`src/rtl/core/qs_pkg.sv`:
```
`default_nettype none
package qs_pkg;

	localparam int unsigned FRAC_BITS = 30;
	localparam int unsigned CORDIC_STEPS = 30;
	localparam int unsigned SQRT_STEPS = 31;
	localparam int unsigned DIV_STEPS = 31;

	localparam logic [30:0] ONE_Q30 = 31'd1073741824;
	localparam logic [30:0] HALF_PI_Q30 = 31'd1686629713;
	localparam logic [30:0] CORDIC_KINV = 31'd652032874;
	localparam logic [30:0] NEAR_THRESHOLD_RESET = 31'd10737;

	localparam int unsigned ATAN_TAB_LEN = 11;
	localparam logic [30:0] ATAN_TAB [ATAN_TAB_LEN] = '{
		31'd843314857, 31'd497837829, 31'd263043837, 31'd133525159, 31'd67021687,
		31'd33543516, 31'd16775851, 31'd8388437, 31'd4194283, 31'd2097149,
		31'd1048576
	};

	// pipeline positions, counted in register levels from the input stage
	localparam int unsigned IX_ROOT = 2 + SQRT_STEPS;
	localparam int unsigned IX_THETA = IX_ROOT + CORDIC_STEPS;
	localparam int unsigned IX_PHI = IX_THETA + 1;
	localparam int unsigned IX_SINE = IX_PHI + CORDIC_STEPS;
	localparam int unsigned IX_QUOT = IX_SINE + 1 + DIV_STEPS;
	localparam int unsigned SB_DEPTH = IX_QUOT + 2;

	typedef logic signed [31:0] comp_t;
	typedef comp_t [3:0] quat_t;

	typedef struct packed {
		quat_t a;
		quat_t b;
		logic [30:0] alpha;
		logic flip;
		logic trig;
		logic [30:0] dm;
		logic [30:0] s;
	} sb_t;

	function automatic logic [30:0] atan_step(input int unsigned i);
		logic [30:0] r;
		if (i < ATAN_TAB_LEN) begin
			r = ATAN_TAB[i[3:0]];
		end else begin
			r = 31'(1) << (30 - i);
		end
		return r;
	endfunction

endpackage
`default_nettype wire

```
`src/rtl/core/qs_isqrt.sv`:
```
`default_nettype none
module qs_isqrt (
	input  logic        clk,
	input  logic        en,
	input  logic [60:0] rad,
	output logic [30:0] root
);
	import qs_pkg::*;

	logic [61:0] v_s [1:SQRT_STEPS];
	logic [61:0] r_s [1:SQRT_STEPS];
	logic [61:0] v_c [SQRT_STEPS];
	logic [61:0] r_c [SQRT_STEPS];

	for (genvar j = 0; j < SQRT_STEPS; j++) begin : g_step
		localparam logic [61:0] BIT = 62'(1) << (60 - 2 * j);
		logic [61:0] t;
		if (j == 0) begin : g_first
			assign v_c[j] = {1'b0, rad};
			assign r_c[j] = '0;
		end else begin : g_rest
			assign v_c[j] = v_s[j];
			assign r_c[j] = r_s[j];
		end
		assign t = r_c[j] + BIT;
		always_ff @(posedge clk) begin
			if (en) begin
				if (v_c[j] >= t) begin
					v_s[j+1] <= v_c[j] - t;
					r_s[j+1] <= (r_c[j] >> 1) + BIT;
				end else begin
					v_s[j+1] <= v_c[j];
					r_s[j+1] <= r_c[j] >> 1;
				end
			end
		end
	end

	assign root = r_s[SQRT_STEPS][30:0];

endmodule
`default_nettype wire

```
`config.mk`:
```
export PLATFORM = sky130hd
export DESIGN_NAME = qs_isqrt
export DESIGN_NICKNAME = d
export VERILOG_FILES = /design/src/rtl/core/qs_pkg.sv /design/src/rtl/core/qs_isqrt.sv
export SDC_FILE = /design/constraint.sdc
export NUM_CORES = 2
export LEC_CHECK = 0
export BUFFER_PORTS_ARGS = -buffer_cell sky130_fd_sc_hd__buf_2
export CORE_ASPECT_RATIO = 1.2
export CORE_MARGIN = 1
export CORE_UTILIZATION = 60
export CTS_CLUSTER_DIAMETER = 120
export DETAILED_ROUTE_END_ITERATION = 8
export PLACE_DENSITY = 0.76
export SYNTH_ARGS = -nofsm -noshare
export SYNTH_HDL_FRONTEND = slang
export SYNTH_SLANG_ARGS = --single-unit
```
`constraint.sdc`:
```
create_clock -name clk -period 4.7 [get_ports clk]
set_input_delay 0 -clock clk [delete_from_list [all_inputs] [get_ports clk]]
set_output_delay 0 -clock clk [all_outputs]
set_load 0.1 [all_outputs]
```
==> reports/metrics.yaml <==
power:
  power_density_mw_per_mm2: 473
  p_leak_nw: 46.6
  peakVddDrop_uv: 415
timing:
  skew_ns: 0.0961
  finalCriticalPeriod_ns: 4.39
  finalHoldViolCount: 0
  tns_ns: 0
  rsz0062_at_grt: "no"
  setup_viol: 0
  hold_ws_ns: 0.214
  fmax_mhz: 228
  fin_crit_sh_pct: 93.4
  worst_pin_slew_ns: 1.19
  relSlewSlack_pct: 19.3
  finalMaxSlewViolations: 0
grt:
  grt_max_degree: 187
  grt_pass1_vias: 73000
  grt_usage_pct: 30.0
  grt_pass1_wl_um: 431000
  grt-ovfl-total: 0
  antenna_found_initial: 6
layout:
  fillers: 13100
  layout_commonest_cell: "edfxtp_1"
  final_cell_mix: "2356 x edfxtp_1, 689 x nand2_1, 646 x inv_1"
  drive_above_1_share_pct: 6.63
  fin_cells: 12000
  final-seq-area_sq_mm: 0.0707
  final_util_pct: 67.1
  area.growth.synth_to_final_pct: 10.7
  nets: 9919
  multi_input_area_sq_mm: 0.0387
detailed_routing:
  drt_pre_antenna_iters: 6
  routed_wirelength_um: 285000
  via_per_inst: 6.18
  drtAntennaViolNets: 0
  first_iter_violations: 7358
  avgRoutedWirePerCell_um: 23.8
  vias: 74000
  remaining_drc_errors: 0
synth:
  yosysWarnings: 0
  synthesis.nets: 9605
  ys_seq_area_share_pct: 62.8
  synth_xor_area_share_pct: 6.35
  yosys.area_share.adder_pct: 5.81
  synth_edf_count: 2356
  synthSimpleGateAreaFrac_pct: 12.4
  synth_area_sq_mm: 0.113
  synth_compound_area_share_pct: 8.97
  synthFlopType: "edfxtp_1"
  avgSynthCellArea_sq_um: 12.5
  synth_top_family_by_area: "simple AND/OR/NAND/NOR gates"
  syn_inst: 9019
  synthArstFlopShare_pct: 0
  synth_cell_type_count: 91
  synth_mux_area_share_pct: 0.748
  ys_ff_latch: 2356
worst_setup_path:
  cp.required_ns: 5.26
  cp_max_fo: 37
  path_class: "flip-flop to flip-flop"
  arrival_ns: 4.95
  critPathCaptureType: "flip-flop"
  cp-start-kind: "flip-flop"
placed_design:
  dp.cells: 11400
  portBuffers: 93
  dp_hpwl_um: 210000
  gp_congestion: 0.982
run_status:
  status: "finished, final reports clean"
flow_run:
  drv_cap: 0
floorplanning:
  die_y_um: 477
  die_width_um: 397
  num_rows: 173
  core_area_sq_mm: 0.186
  start_util_pct: 60.6
  die_area_sq_mm: 0.189
  ios: 94
clocking:
  clk_path_buf_depth: 3
  cts_tree: "built"
  cts_root_buffer: "clkbuf_16"
  clk_pin_slew_ns: 0.06
  cts_max_level: 4
  cts_made_buffers: 219
  clk_latency_ns: 0.93
  cts.sinks: 2356
  postCtsSetupBuffers: 0
worst_hold_path:
  min_path_type: "input pin to flip-flop"
[synth_stat cells (9+ instances only)]
cell	instances	area [sq um]
nand4b_1	15	131
ha_1	523	6540
nand2b_1	111	694
mux2i_1	11	110
nand4_1	145	907
mux2_2	65	732
nand2_1	689	2590
a31oi_1	33	206
a31o_2	10	87.6
edfxtp_1	2356	70700
o21a_1	90	676
a21o_1	184	1380
and2_1	40	250
a211oi_1	30	225
nand3b_1	22	165
o21ai_0	539	2700
nor4_1	328	2050
nor2_1	536	2010
clkbuf_1	194	728
o2111ai_1	9	78.8
and3_1	49	307
or3_1	87	544
a21boi_0	17	128
nor4b_1	46	403
o211ai_1	21	158
a2111oi_0	10	87.6
a21oi_1	511	2560
nor3_1	253	1270
nand3_1	144	721
or2_2	37	231
nor3b_1	16	120
a211o_1	15	131
and4b_1	10	100
nor2b_1	76	475
or4_1	76	571
a221oi_1	11	96.3
xnor2_1	402	3520
inv_1	646	2420
o31ai_1	25	188
and4_1	16	140
xor2_1	415	3630
o41ai_1	18	158
o21bai_1	49	368
[worst paths after layout]
check | from | to | slack (ns) | depth (start not counted)
worst max register to register | v_s[0][1656]$_DFFE_PP_ | v_s[0][1713]$_DFFE_PP_ | 0.31 | 9
worst min-delay path | en | v_s[0][1892]$_DFFE_PP_ | 0.21 | 2
worst max-delay path | v_s[0][1656]$_DFFE_PP_ | v_s[0][1713]$_DFFE_PP_ | 0.31 | 9
worst min register to register | r_s[0][542]$_DFFE_PP_ | r_s[0][603]$_DFFE_PP_ | 0.41 | 0
[what timing repair did]
| item | in CTS | in global routing |
|---|---|---|
| hold endpoints to repair | 230 | 0 |
| hold buffers | 123 | 0 |
| resized for setup | 0 | 2 |
| endpoints found under the setup margin | 0 | 5 |
[power by group]
part	internal, mW	switching, mW
sequential	26.5	2.23
clock	9.96	8.05
combinational	4.82	7.37
total	41.3	17.7
[cell type report]
cell class                 instances  area share (%)
multi-input combinational       5813            31.1
clock buffer                     259            4.52
sequential                      2356            56.8
tap                             2450            2.46
inverter                         648            1.95
antenna                            3         0.00602
timing repair buffer             295            1.91
clock inverter                   145            1.34
[per-layer routing]
| metal | vias up | part of all wire (%) | global-route usage (%) |
|---|---|---|---|
| li1 | 34200 | - | - |
| met1 | 36000 | 37 | 35.0 |
| met2 | 3036 | 52 | 53.6 |
| met3 | 789 | 5.7 | 4.03 |
| met4 | 8 | 5.7 | 15.8 |
| met5 | - | 0.017 | 0 |
[logic make-up after synthesis]
logic type,Yosys count
buffers and inverters,850
DFF,2356
and+or+nand+nor,2731
AOI/OAI and AO/OA,1666
xor gates and xnor gates,817
adders and majority gates,523
muxes,76
[flip-flops by register name (all words and copies together), names as in the netlist]
| signal | count |
|---|---|
| v_s | 1860 |
| r_s | 496 |
[critical path, stage by stage, from the launching register on]
cell       delay [ns]
edfxtp_1         0.43
or3_1            0.44
or3_1            0.45
nor4_2           0.39
or4b_2           0.68
a311o_1          0.34
a2111oi_4        0.52
buf_4            0.48
a2111oi_0        0.16
xor2_1           0.18
[metrics by stage]
| stage | instance area (sq um) | setup WS, ns | power [mW] |
|---|---|---|---|
| finish | 125000 | 0.312 | 59.0 |
| detailed placement | 116000 | 0.317 | 40.9 |
| global route | 125000 | 0.0676 | 61.3 |
| global placement | 116000 | 0.425 | 40.7 |
| floorplan | 113000 | 0.786 | 37.0 |
| CTS | 125000 | 0.223 | 58.9 |
Power figures use the tool's default switching activity.
